$ cat config.mk
export PLATFORM = sky130hd
export DESIGN_NAME = two_phase_tx_buffer_queue_unit_flat
export DESIGN_NICKNAME = d
export VERILOG_FILES = /design/src/rtl/tbq_pkg.sv /design/src/rtl/tbq_if.sv /design/src/rtl/tbq_mem.sv /design/src/rtl/tbq_ptrs.sv /design/src/rtl/two_phase_tx_buffer_queue_unit.sv /design/src/flat_wrapper.sv
export SDC_FILE = /design/constraint.sdc
export NUM_CORES = 2
export LEC_CHECK = 0
export ABC_AREA = 1
export BUFFER_PORTS_ARGS = -buffer_cell sky130_fd_sc_hd__buf_2
export CORE_ASPECT_RATIO = 1.1
export CORE_MARGIN = 4
export CORE_UTILIZATION = 45
export CTS_CLUSTER_SIZE = 40
export DETAILED_ROUTE_END_ITERATION = 10
export PLACE_DENSITY = 0.58
export SLEW_MARGIN = 10
export SYNTH_ARGS = -nofsm -noshare
export SYNTH_HDL_FRONTEND = slang
export SYNTH_SLANG_ARGS = --single-unit
$ cat constraint.sdc
create_clock -name clk -period 6.2 [get_ports clk]
set_input_delay 0.62 -clock clk [delete_from_list [all_inputs] [get_ports clk]]
set_output_delay 0.62 -clock clk [all_outputs]
set_load 0.02 [all_outputs]
$ cat src/rtl/tbq_pkg.sv
// shared types, codes and constants of the two-phase transmit buffer queue
package tbq_pkg;

    localparam int CAPACITY_DEF = 31;
    localparam int DEV_W        = 3;
    localparam int HANDLE_W     = 32;
    localparam int COUNT_W      = 5;
    localparam int LOST_W       = 16;

    // request codes
    localparam logic [1:0] REQ_ENQ = 2'd0;
    localparam logic [1:0] REQ_ADV = 2'd1;
    localparam logic [1:0] REQ_DEQ = 2'd2;

    typedef enum logic [1:0] {
        ST_OK        = 2'd0,
        ST_FULL      = 2'd1,
        ST_NO_SUBMIT = 2'd2,
        ST_NO_DONE   = 2'd3
    } status_t;

    typedef struct packed {
        logic [DEV_W-1:0]    dev;
        logic [HANDLE_W-1:0] handle;
    } entry_t;

    // queue summary after one transaction
    typedef struct packed {
        status_t             status;
        logic                item_ok;
        logic                submit_pending;
        logic                complete_pending;
        logic [COUNT_W-1:0]  count_total;
        logic [COUNT_W-1:0]  count_phase_one;
        logic [LOST_W-1:0]   lost_count;
        logic [COUNT_W-1:0]  max_total;
        logic [COUNT_W-1:0]  max_phase_one;
    } step_sum_t;

endpackage

$ cat src/rtl/tbq_if.sv
// valid/ready channel interfaces for requests and responses

interface tbq_req_if;
    import tbq_pkg::*;

    logic                valid;
    logic                ready;
    logic [1:0]          req_type;
    logic [DEV_W-1:0]    dev_index;
    logic [HANDLE_W-1:0] buffer_handle;

    modport source (output valid, output req_type, output dev_index,
                    output buffer_handle, input ready);
    modport sink   (input valid, input req_type, input dev_index,
                    input buffer_handle, output ready);
endinterface

interface tbq_rsp_if;
    import tbq_pkg::*;

    logic                valid;
    logic                ready;
    logic [1:0]          status;
    logic [DEV_W-1:0]    item_dev;
    logic [HANDLE_W-1:0] item_handle;
    logic                submit_pending;
    logic [DEV_W-1:0]    submit_dev;
    logic [HANDLE_W-1:0] submit_handle;
    logic                complete_pending;
    logic [COUNT_W-1:0]  count_total;
    logic [COUNT_W-1:0]  count_phase_one;
    logic [LOST_W-1:0]   lost_count;
    logic [COUNT_W-1:0]  max_total;
    logic [COUNT_W-1:0]  max_phase_one;

    modport source (output valid, output status, output item_dev, output item_handle,
                    output submit_pending, output submit_dev, output submit_handle,
                    output complete_pending, output count_total, output count_phase_one,
                    output lost_count, output max_total, output max_phase_one,
                    input ready);
    modport sink   (input valid, input status, input item_dev, input item_handle,
                    input submit_pending, input submit_dev, input submit_handle,
                    input complete_pending, input count_total, input count_phase_one,
                    input lost_count, input max_total, input max_phase_one,
                    output ready);
endinterface

$ cat src/rtl/tbq_mem.sv
// descriptor ring storage: one write port, two registered read ports
module tbq_mem #(
    parameter int DEPTH = tbq_pkg::CAPACITY_DEF + 1,
    parameter int AW    = $clog2(tbq_pkg::CAPACITY_DEF + 1)
) (
    input  logic            clk,
    input  logic            wr_en,
    input  logic [AW-1:0]   wr_addr,
    input  tbq_pkg::entry_t wr_data,
    input  logic            rd_en,
    input  logic [AW-1:0]   rd_a_addr,
    input  logic [AW-1:0]   rd_b_addr,
    output tbq_pkg::entry_t rd_a_data,
    output tbq_pkg::entry_t rd_b_data
);
    import tbq_pkg::*;

    entry_t mem [DEPTH];
    entry_t rd_a_reg;
    entry_t rd_b_reg;

    always_ff @(posedge clk)
    begin
        if (wr_en)
        begin
            mem[wr_addr] <= wr_data;
        end
        if (rd_en)
        begin
            rd_a_reg <= mem[rd_a_addr];
            rd_b_reg <= mem[rd_b_addr];
        end
    end

    assign rd_a_data = rd_a_reg;
    assign rd_b_data = rd_b_reg;

endmodule

$ cat src/rtl/tbq_ptrs.sv
// ring pointers, fill statistics and per-transaction decision logic
module tbq_ptrs #(
    parameter int CAPACITY = tbq_pkg::CAPACITY_DEF,
    parameter int PTR_W    = $clog2(tbq_pkg::CAPACITY_DEF + 1)
) (
    input  logic               clk,
    input  logic               rst_n,
    input  logic               step,
    input  logic [1:0]         req_type,
    output logic               wr_en,
    output logic [PTR_W-1:0]   wr_addr,
    output logic [PTR_W-1:0]   item_addr,
    output logic [PTR_W-1:0]   submit_addr,
    output logic               bypass,
    output tbq_pkg::step_sum_t sum
);
    import tbq_pkg::*;

    localparam int SLOTS = CAPACITY + 1;
    localparam logic [PTR_W-1:0] LAST_PTR = PTR_W'(CAPACITY);

    logic [PTR_W-1:0]  tail_reg, tail_next;
    logic [PTR_W-1:0]  sub_reg, sub_next;
    logic [PTR_W-1:0]  done_reg, done_next;
    logic [LOST_W-1:0] lost_reg, lost_next;
    logic [PTR_W-1:0]  peak_reg, peak_next;
    logic [PTR_W-1:0]  peak1_reg, peak1_next;
    logic [PTR_W-1:0]  total_next, phase1_next;
    logic              enq_ok;
    status_t           status;
    logic              item_ok;

    function automatic logic [PTR_W-1:0] ring_next(input logic [PTR_W-1:0] p);
        return (p == LAST_PTR) ? '0 : p + 1'b1;
    endfunction

    function automatic logic [PTR_W-1:0] ring_dist(input logic [PTR_W-1:0] a,
                                                   input logic [PTR_W-1:0] b);
        logic [PTR_W:0] d;
        d = {1'b0, a} - {1'b0, b};
        if (a < b)
        begin
            d = d + (PTR_W+1)'(SLOTS);
        end
        return d[PTR_W-1:0];
    endfunction

    function automatic logic [COUNT_W-1:0] fit_count(input logic [PTR_W-1:0] c);
        logic [PTR_W+COUNT_W-1:0] ext;
        ext = {{COUNT_W{1'b0}}, c};
        return ext[COUNT_W-1:0];
    endfunction

    always_comb
    begin
        tail_next  = tail_reg;
        sub_next   = sub_reg;
        done_next  = done_reg;
        lost_next  = lost_reg;
        peak_next  = peak_reg;
        peak1_next = peak1_reg;
        status     = ST_OK;
        item_ok    = 1'b0;
        enq_ok     = 1'b0;
        item_addr  = sub_reg;

        case (req_type)
            REQ_ENQ:
            begin
                if (ring_next(tail_reg) == done_reg)
                begin
                    status = ST_FULL;
                    if (lost_reg != '1)
                    begin
                        lost_next = lost_reg + 1'b1;
                    end
                end
                else
                begin
                    enq_ok    = 1'b1;
                    tail_next = ring_next(tail_reg);
                end
            end
            REQ_ADV:
            begin
                if (sub_reg == tail_reg)
                begin
                    status = ST_NO_SUBMIT;
                end
                else
                begin
                    item_ok   = 1'b1;
                    item_addr = sub_reg;
                    sub_next  = ring_next(sub_reg);
                end
            end
            REQ_DEQ:
            begin
                if (done_reg == sub_reg)
                begin
                    status = ST_NO_DONE;
                end
                else
                begin
                    item_ok   = 1'b1;
                    item_addr = done_reg;
                    done_next = ring_next(done_reg);
                end
            end
            default:
            begin
                status = ST_OK;
            end
        endcase

        total_next  = ring_dist(tail_next, done_next);
        phase1_next = ring_dist(tail_next, sub_next);

        // only an enqueue can raise a fill level
        if (enq_ok)
        begin
            if (total_next > peak_reg)
            begin
                peak_next = total_next;
            end
            if (phase1_next > peak1_reg)
            begin
                peak1_next = phase1_next;
            end
        end
    end

    always_ff @(posedge clk or negedge rst_n)
    begin
        if (!rst_n)
        begin
            tail_reg  <= '0;
            sub_reg   <= '0;
            done_reg  <= '0;
            lost_reg  <= '0;
            peak_reg  <= '0;
            peak1_reg <= '0;
        end
        else if (step)
        begin
            tail_reg  <= tail_next;
            sub_reg   <= sub_next;
            done_reg  <= done_next;
            lost_reg  <= lost_next;
            peak_reg  <= peak_next;
            peak1_reg <= peak1_next;
        end
    end

    assign wr_en       = step && enq_ok;
    assign wr_addr     = tail_reg;
    assign submit_addr = sub_next;
    // phase one was empty: the new oldest entry is the one being written now
    assign bypass      = enq_ok && (sub_reg == tail_reg);

    always_comb
    begin
        sum.status           = status;
        sum.item_ok          = item_ok;
        sum.submit_pending   = (sub_next != tail_next);
        sum.complete_pending = (done_next != sub_next);
        sum.count_total      = fit_count(total_next);
        sum.count_phase_one  = fit_count(phase1_next);
        sum.lost_count       = lost_next;
        sum.max_total        = fit_count(peak_next);
        sum.max_phase_one    = fit_count(peak1_next);
    end

`ifndef SYNTHESIS
    a_phase_le_total: assert property (@(posedge clk) disable iff (!rst_n)
        ring_dist(tail_reg, sub_reg) <= ring_dist(tail_reg, done_reg))
        else $error("phase-one fill exceeds total fill");

    a_fill_bounded: assert property (@(posedge clk) disable iff (!rst_n)
        ring_dist(tail_reg, done_reg) <= LAST_PTR)
        else $error("fill exceeds capacity");

    a_peak_covers: assert property (@(posedge clk) disable iff (!rst_n)
        (peak_reg >= ring_dist(tail_reg, done_reg))
        && (peak1_reg >= ring_dist(tail_reg, sub_reg)))
        else $error("peak fill below current fill");

    a_lost_monotonic: assert property (@(posedge clk) disable iff (!rst_n)
        1'b1 |=> lost_reg >= $past(lost_reg))
        else $error("lost count decreased");
`endif

endmodule

$ cat src/rtl/two_phase_tx_buffer_queue_unit.sv
// top level of the two-phase transmit buffer queue
//
// Ring queue of up to CAPACITY transmit descriptors (device index and buffer
// handle), split by three pointers into entries waiting for submission
// (phase one) and entries waiting for completion (phase two). A request
// transaction enqueues, advances the oldest phase-one entry or dequeues the
// oldest phase-two entry; every request yields exactly one response
// transaction carrying the status, the entry advanced or dequeued, the next
// entry to submit, fill counts and statistics. The descriptors live in a
// synchronous memory with registered read data, so the unit takes no new
// request until the response of the last one has moved into the output
// register. A finished response sits in the output register until taken;
// while a second response would have nowhere to go, the unit also holds
// off further requests. Counts and peaks are reported modulo 32; the lost
// count saturates at 65535.
module two_phase_tx_buffer_queue_unit #(
    parameter int CAPACITY = tbq_pkg::CAPACITY_DEF
) (
    input  logic clk,
    input  logic rst_n,
    tbq_req_if.sink   req,
    tbq_rsp_if.source rsp
);
    import tbq_pkg::*;

    localparam int SLOTS = CAPACITY + 1;
    localparam int PTR_W = $clog2(SLOTS);

    typedef enum logic {
        S_IDLE,
        S_RESP
    } state_t;

    state_t              state_reg;
    step_sum_t           sum_reg;
    logic                bypass_reg;
    entry_t              byp_data_reg;

    // response output register
    logic                out_valid_reg;
    status_t             out_status_reg;
    logic [DEV_W-1:0]    out_item_dev_reg;
    logic [HANDLE_W-1:0] out_item_handle_reg;
    logic                out_sub_pend_reg;
    logic [DEV_W-1:0]    out_sub_dev_reg;
    logic [HANDLE_W-1:0] out_sub_handle_reg;
    logic                out_cmp_pend_reg;
    logic [COUNT_W-1:0]  out_total_reg;
    logic [COUNT_W-1:0]  out_phase1_reg;
    logic [LOST_W-1:0]   out_lost_reg;
    logic [COUNT_W-1:0]  out_max_total_reg;
    logic [COUNT_W-1:0]  out_max_phase1_reg;

    logic                accept;
    logic                out_free;
    logic                out_load;
    logic                wr_en;
    logic [PTR_W-1:0]    wr_addr;
    logic [PTR_W-1:0]    item_addr;
    logic [PTR_W-1:0]    submit_addr;
    logic                bypass;
    step_sum_t           sum;
    entry_t              wr_data;
    entry_t              rd_a_data;
    entry_t              rd_b_data;
    entry_t              sub_entry;
    logic [DEV_W-1:0]    item_dev;
    logic [HANDLE_W-1:0] item_handle;
    logic [DEV_W-1:0]    sub_dev;
    logic [HANDLE_W-1:0] sub_handle;

    // a request is taken only between transactions
    assign req.ready = (state_reg == S_IDLE);
    assign accept    = req.valid && req.ready;
    assign out_free  = !out_valid_reg || rsp.ready;
    // the finished response moves into the output register this cycle
    assign out_load  = (state_reg == S_RESP) && out_free;

    assign wr_data.dev    = req.dev_index;
    assign wr_data.handle = req.buffer_handle;

    // pointer bookkeeping: decides the transaction and updates on accept
    tbq_ptrs #(
        .CAPACITY (CAPACITY),
        .PTR_W    (PTR_W)
    ) u_ptrs (
        .clk         (clk),
        .rst_n       (rst_n),
        .step        (accept),
        .req_type    (req.req_type),
        .wr_en       (wr_en),
        .wr_addr     (wr_addr),
        .item_addr   (item_addr),
        .submit_addr (submit_addr),
        .bypass      (bypass),
        .sum         (sum)
    );

    // port a reads the item moved out, port b the next entry to submit
    tbq_mem #(
        .DEPTH (SLOTS),
        .AW    (PTR_W)
    ) u_mem (
        .clk       (clk),
        .wr_en     (wr_en),
        .wr_addr   (wr_addr),
        .wr_data   (wr_data),
        .rd_en     (accept),
        .rd_a_addr (item_addr),
        .rd_b_addr (submit_addr),
        .rd_a_data (rd_a_data),
        .rd_b_data (rd_b_data)
    );

    // the slot written in the same cycle reads stale, so forward the new entry
    assign sub_entry   = bypass_reg ? byp_data_reg : rd_b_data;
    assign item_dev    = sum_reg.item_ok ? rd_a_data.dev : '0;
    assign item_handle = sum_reg.item_ok ? rd_a_data.handle : '0;
    assign sub_dev     = sum_reg.submit_pending ? sub_entry.dev : '0;
    assign sub_handle  = sum_reg.submit_pending ? sub_entry.handle : '0;

    always_ff @(posedge clk or negedge rst_n)
    begin
        if (!rst_n)
        begin
            state_reg           <= S_IDLE;
            sum_reg             <= '0;
            bypass_reg          <= 1'b0;
            byp_data_reg        <= '0;
            out_valid_reg       <= 1'b0;
            out_status_reg      <= ST_OK;
            out_item_dev_reg    <= '0;
            out_item_handle_reg <= '0;
            out_sub_pend_reg    <= 1'b0;
            out_sub_dev_reg     <= '0;
            out_sub_handle_reg  <= '0;
            out_cmp_pend_reg    <= 1'b0;
            out_total_reg       <= '0;
            out_phase1_reg      <= '0;
            out_lost_reg        <= '0;
            out_max_total_reg   <= '0;
            out_max_phase1_reg  <= '0;
        end
        else
        begin
            if (out_load)
            begin
                out_valid_reg <= 1'b1;
            end
            else if (rsp.ready)
            begin
                out_valid_reg <= 1'b0;
            end
            unique case (state_reg)
                S_IDLE:
                begin
                    if (accept)
                    begin
                        sum_reg      <= sum;
                        bypass_reg   <= bypass;
                        byp_data_reg <= wr_data;
                        state_reg    <= S_RESP;
                    end
                end
                S_RESP:
                begin
                    // wait here while the previous response is still unclaimed
                    if (out_free)
                    begin
                        out_status_reg      <= sum_reg.status;
                        out_item_dev_reg    <= item_dev;
                        out_item_handle_reg <= item_handle;
                        out_sub_pend_reg    <= sum_reg.submit_pending;
                        out_sub_dev_reg     <= sub_dev;
                        out_sub_handle_reg  <= sub_handle;
                        out_cmp_pend_reg    <= sum_reg.complete_pending;
                        out_total_reg       <= sum_reg.count_total;
                        out_phase1_reg      <= sum_reg.count_phase_one;
                        out_lost_reg        <= sum_reg.lost_count;
                        out_max_total_reg   <= sum_reg.max_total;
                        out_max_phase1_reg  <= sum_reg.max_phase_one;
                        state_reg           <= S_IDLE;
                    end
                end
                default:
                begin
                    state_reg <= S_IDLE;
                end
            endcase
        end
    end

    assign rsp.valid            = out_valid_reg;
    assign rsp.status           = out_status_reg;
    assign rsp.item_dev         = out_item_dev_reg;
    assign rsp.item_handle      = out_item_handle_reg;
    assign rsp.submit_pending   = out_sub_pend_reg;
    assign rsp.submit_dev       = out_sub_dev_reg;
    assign rsp.submit_handle    = out_sub_handle_reg;
    assign rsp.complete_pending = out_cmp_pend_reg;
    assign rsp.count_total      = out_total_reg;
    assign rsp.count_phase_one  = out_phase1_reg;
    assign rsp.lost_count       = out_lost_reg;
    assign rsp.max_total        = out_max_total_reg;
    assign rsp.max_phase_one    = out_max_phase1_reg;

`ifndef SYNTHESIS
    a_accept_to_resp: assert property (@(posedge clk) disable iff (!rst_n)
        accept |=> state_reg == S_RESP)
        else $error("accepted request did not start a response");

    a_resp_from_read: assert property (@(posedge clk) disable iff (!rst_n)
        $rose(out_valid_reg) |-> $past(state_reg == S_RESP))
        else $error("response produced without a pending request");

    a_item_only_on_move: assert property (@(posedge clk) disable iff (!rst_n)
        out_valid_reg && (out_status_reg != ST_OK) |->
        (out_item_dev_reg == '0) && (out_item_handle_reg == '0))
        else $error("item reported for a refused request");
`endif

endmodule

$ cat src/flat_wrapper.sv
// flat-port wrapper written by rule: the top's interface ports become plain ports
module two_phase_tx_buffer_queue_unit_flat import tbq_pkg::*;
#(
    parameter int CAPACITY = tbq_pkg::CAPACITY_DEF
)
  (clk, rst_n, req_valid, req_req_type, req_dev_index, req_buffer_handle, req_ready, rsp_valid, rsp_status, rsp_item_dev, rsp_item_handle, rsp_submit_pending, rsp_submit_dev, rsp_submit_handle, rsp_complete_pending, rsp_count_total, rsp_count_phase_one, rsp_lost_count, rsp_max_total, rsp_max_phase_one, rsp_ready);
  tbq_req_if req_i ();
  tbq_rsp_if rsp_i ();
  input  logic clk;
  input  logic rst_n;
  input wire logic [$bits(req_i.valid)-1:0] req_valid;
  input wire logic [$bits(req_i.req_type)-1:0] req_req_type;
  input wire logic [$bits(req_i.dev_index)-1:0] req_dev_index;
  input wire logic [$bits(req_i.buffer_handle)-1:0] req_buffer_handle;
  output wire logic [$bits(req_i.ready)-1:0] req_ready;
  output wire logic [$bits(rsp_i.valid)-1:0] rsp_valid;
  output wire logic [$bits(rsp_i.status)-1:0] rsp_status;
  output wire logic [$bits(rsp_i.item_dev)-1:0] rsp_item_dev;
  output wire logic [$bits(rsp_i.item_handle)-1:0] rsp_item_handle;
  output wire logic [$bits(rsp_i.submit_pending)-1:0] rsp_submit_pending;
  output wire logic [$bits(rsp_i.submit_dev)-1:0] rsp_submit_dev;
  output wire logic [$bits(rsp_i.submit_handle)-1:0] rsp_submit_handle;
  output wire logic [$bits(rsp_i.complete_pending)-1:0] rsp_complete_pending;
  output wire logic [$bits(rsp_i.count_total)-1:0] rsp_count_total;
  output wire logic [$bits(rsp_i.count_phase_one)-1:0] rsp_count_phase_one;
  output wire logic [$bits(rsp_i.lost_count)-1:0] rsp_lost_count;
  output wire logic [$bits(rsp_i.max_total)-1:0] rsp_max_total;
  output wire logic [$bits(rsp_i.max_phase_one)-1:0] rsp_max_phase_one;
  input wire logic [$bits(rsp_i.ready)-1:0] rsp_ready;
  assign req_i.valid = req_valid;
  assign req_i.req_type = req_req_type;
  assign req_i.dev_index = req_dev_index;
  assign req_i.buffer_handle = req_buffer_handle;
  assign req_ready = req_i.ready;
  assign rsp_valid = rsp_i.valid;
  assign rsp_status = rsp_i.status;
  assign rsp_item_dev = rsp_i.item_dev;
  assign rsp_item_handle = rsp_i.item_handle;
  assign rsp_submit_pending = rsp_i.submit_pending;
  assign rsp_submit_dev = rsp_i.submit_dev;
  assign rsp_submit_handle = rsp_i.submit_handle;
  assign rsp_complete_pending = rsp_i.complete_pending;
  assign rsp_count_total = rsp_i.count_total;
  assign rsp_count_phase_one = rsp_i.count_phase_one;
  assign rsp_lost_count = rsp_i.lost_count;
  assign rsp_max_total = rsp_i.max_total;
  assign rsp_max_phase_one = rsp_i.max_phase_one;
  assign rsp_i.ready = rsp_ready;
  two_phase_tx_buffer_queue_unit #(.CAPACITY(CAPACITY)) u_core (.clk(clk), .rst_n(rst_n), .req(req_i), .rsp(rsp_i));
endmodule
==> metrics.yaml <==
outcome: "complete, no violations"
areaGrowthSynthToFinish_pct: 10.66
slew_headroom_pct: 19.62
cts_buffers: 150
rsz0062_at_grt: "false"
max_freq_mhz: 194.3
clk-insertion-delay-late_ns: 0.80
start_util_pct: 45.45
end_kind: "flip-flop"
h-tree-depth: 4
cts_tree: "built"
syn_area_um2: 68370
yosysUniqueCellTypes: 37
viasPerCell: 5.931
drt-initial-drc-count: 6385
avgSynthCellArea_um2: 9.552
ys_ff_latch: 1394
grt.total_usage_pct: 27.71
rows: 149
route.detailed.drc: 0
maxCapViolations: 0
die_h_um: 416.8
setup_slack_ns: 1.054
yosys-top-cells-area: "edfxtp_1 52%, nand2_1 9.3%, nand3_1 7.7%"
startpoint_type: "flip-flop"
final_common_cell: "nand2_1"
dieArea_um2: 158200
power_density_nw_per_um2: 476.6
setup_tns_ns: 0
largest_reg_flops: 1120
worstHoldPathType: "input port to flip-flop"
antenna_found_initial: 9
path_class: "flip-flop to flip-flop"
p_leak_uw: 0.03005
die_w_um: 379.7
first_pass_iters: 9
hold_viol_final: 0
synth.top_cell.area_share_pct: 52.26
cts.sinks: 1394
drt-wirelength-per-cell_um: 24.57
port_buffers: 152
io_pins: 153
grt_pass1_vias: 50953
stdcell_count: 9144
ctsResizeCount: 0
synth_cells: 7158
nets: 7125
routabilityCongestion: 0.8325
overflow: 0
crit_required_ns: 6.86
synth_edf_count: 1190
period_needed_ns: 5.146
post-route-period-util_pct: 83.00
place_inst: 8862
dp_hpwl_mm: 119.4
ys_warn_count: 0
wl_mm: 224.6
grt_pass1_wl_mm: 331.3
path_clk_slew_ns: 0.06
cp_data_arrival_time_ns: 5.81
post-place-ws_ns: 1.095
synth_ff_type: "edfxtp_1"
worstPathMaxFanout: 11
clockBufferDepth: 3
ant_nets: 0
regMostFlops: "u_core.u_mem.mem"
tightest_slew_ns: 1.206
synthArstFlopShare_pct: 14.63
drive_gt1_share_pct: 7.537
vdd_drop_max_uv: 565.3
finClkSkew_ns: 0.02857
vias: 54233
ctsRootBufferMaster: "clkbuf_16"
layout_common_cells: "1692 x nand2_1, 1190 x edfxtp_1, 1055 x nand3_1, 854 x inv_1, 633 x o211ai_1"
finalSetupViolations: 0
drv_slew: 0
final_core_util_pct: 50.29
yosys.area.top_type: "edfxtp_1"
hold_ws_ns: 0.1557
core-area_um2: 150400
ys_seq_area_share_pct: 59.73
grt_max_degree: 227
syn_nets: 7231
## routing by layer
metal,routed length (um),global-route usage (%),share of wire [%]
met5,0,0,0
met4,9131,11.62,4.1
met3,19720,4.195,8.8
met2,103200,44.40,46
met1,92580,37.86,41
## worst paths after layout
kind	start	end	slack [ns]	cells after the start
max	u_core.u_ptrs.wr_addr[0]	flip-flop	1.05	27
min	rsp_ready	u_core.rsp.valid	0.16	4
max reg2reg	u_core.u_ptrs.wr_addr[0]	flip-flop	1.05	27
min reg2reg	u_core.byp_data_reg[23]	u_core.byp_data_reg[23]	0.47	2
max in group asynchronous	rst_n	u_core.rsp.item_handle[19]	4.56	3
min in group asynchronous	rst_n	u_core.bypass_reg	0.38	2
## worst max-delay path: stages, from the launching register on
cell and delay (ns):
dfrtp_1 0.47, ha_1 0.27, nand2_1 0.13, nor2_1 0.06, ha_1 0.39, inv_1 0.06, nand2_1 0.06, nand2_1 0.05
nor2_1 0.09, nand3_1 0.08, nor2_1 0.13, nand2_2 0.12, nand2_1 0.28, o21ai_0 0.20, ha_1 0.25, fa_1 0.44
o21ai_0 0.22, xor2_1 0.19, xor2_1 0.25, inv_1 0.07, ha_1 0.31, nand4_1 0.11, o221ai_1 0.16, o21ai_0 0.14
nor2_2 0.25, inv_1 0.12, nand2_1 0.07, o21ai_0 0.07
## cell usage after synthesis, drive strengths merged, types with 2 or more instances
cell type and count:
a21oi 290, a31oi 71, and2 4, buf 235, clkbuf 290, clkinv 3
dfrtp 204, edfxtp 1190, ha 31, inv 864, mux2i 35, nand2 1700
nand3 1056, nand4 14, nor2 67, nor3 8, o211ai 633, o21ai 429
o22ai 3, or2 2, xnor2 4, xor2 20
## cell type report
type / instances / area (um^2)
Tap cell: 1963 / 2456
Sequential cell: 1394 / 40840
Clock inverter: 70 / 655.6
Inverter: 867 / 3283
Multi-Input combinational cell: 4372 / 22300
Clock buffer: 208 / 4114
Antenna cell: 3 / 7.507
Fill cell: 13568 / 74780
Timing Repair Buffer: 267 / 1999
## cell families after synthesis
group | Yosys count | synth area share (%)
compound gates | 1429 | 12.93
xor+xnor | 24 | 0.3074
fa+ha+maj | 32 | 0.5966
buf+inv | 1392 | 8.191
flops | 1394 | 59.73
mux | 35 | 0.5124
simple gates | 2852 | 17.74
## report_power, final
group          internal [uW]  total [uW]  switching [uW]
Combinational           4380       15700           11300
Sequential             11100       11600             473
Clock                   5060        8830            3770
## repair_timing
item	4_1_cts	5_1_grt
endpoints found under the hold margin	68	0
hold buffers	1	0
buffers inserted	0	0
## per-stage QoR
stage	power, uW	area, um^2
global placement	27010	70880
global route	38000	75660
floorplan	22090	68370
CTS	36000	75660
detailed placement	27160	70880
finish	36060	75660
(Power assumes the default switching activity.)
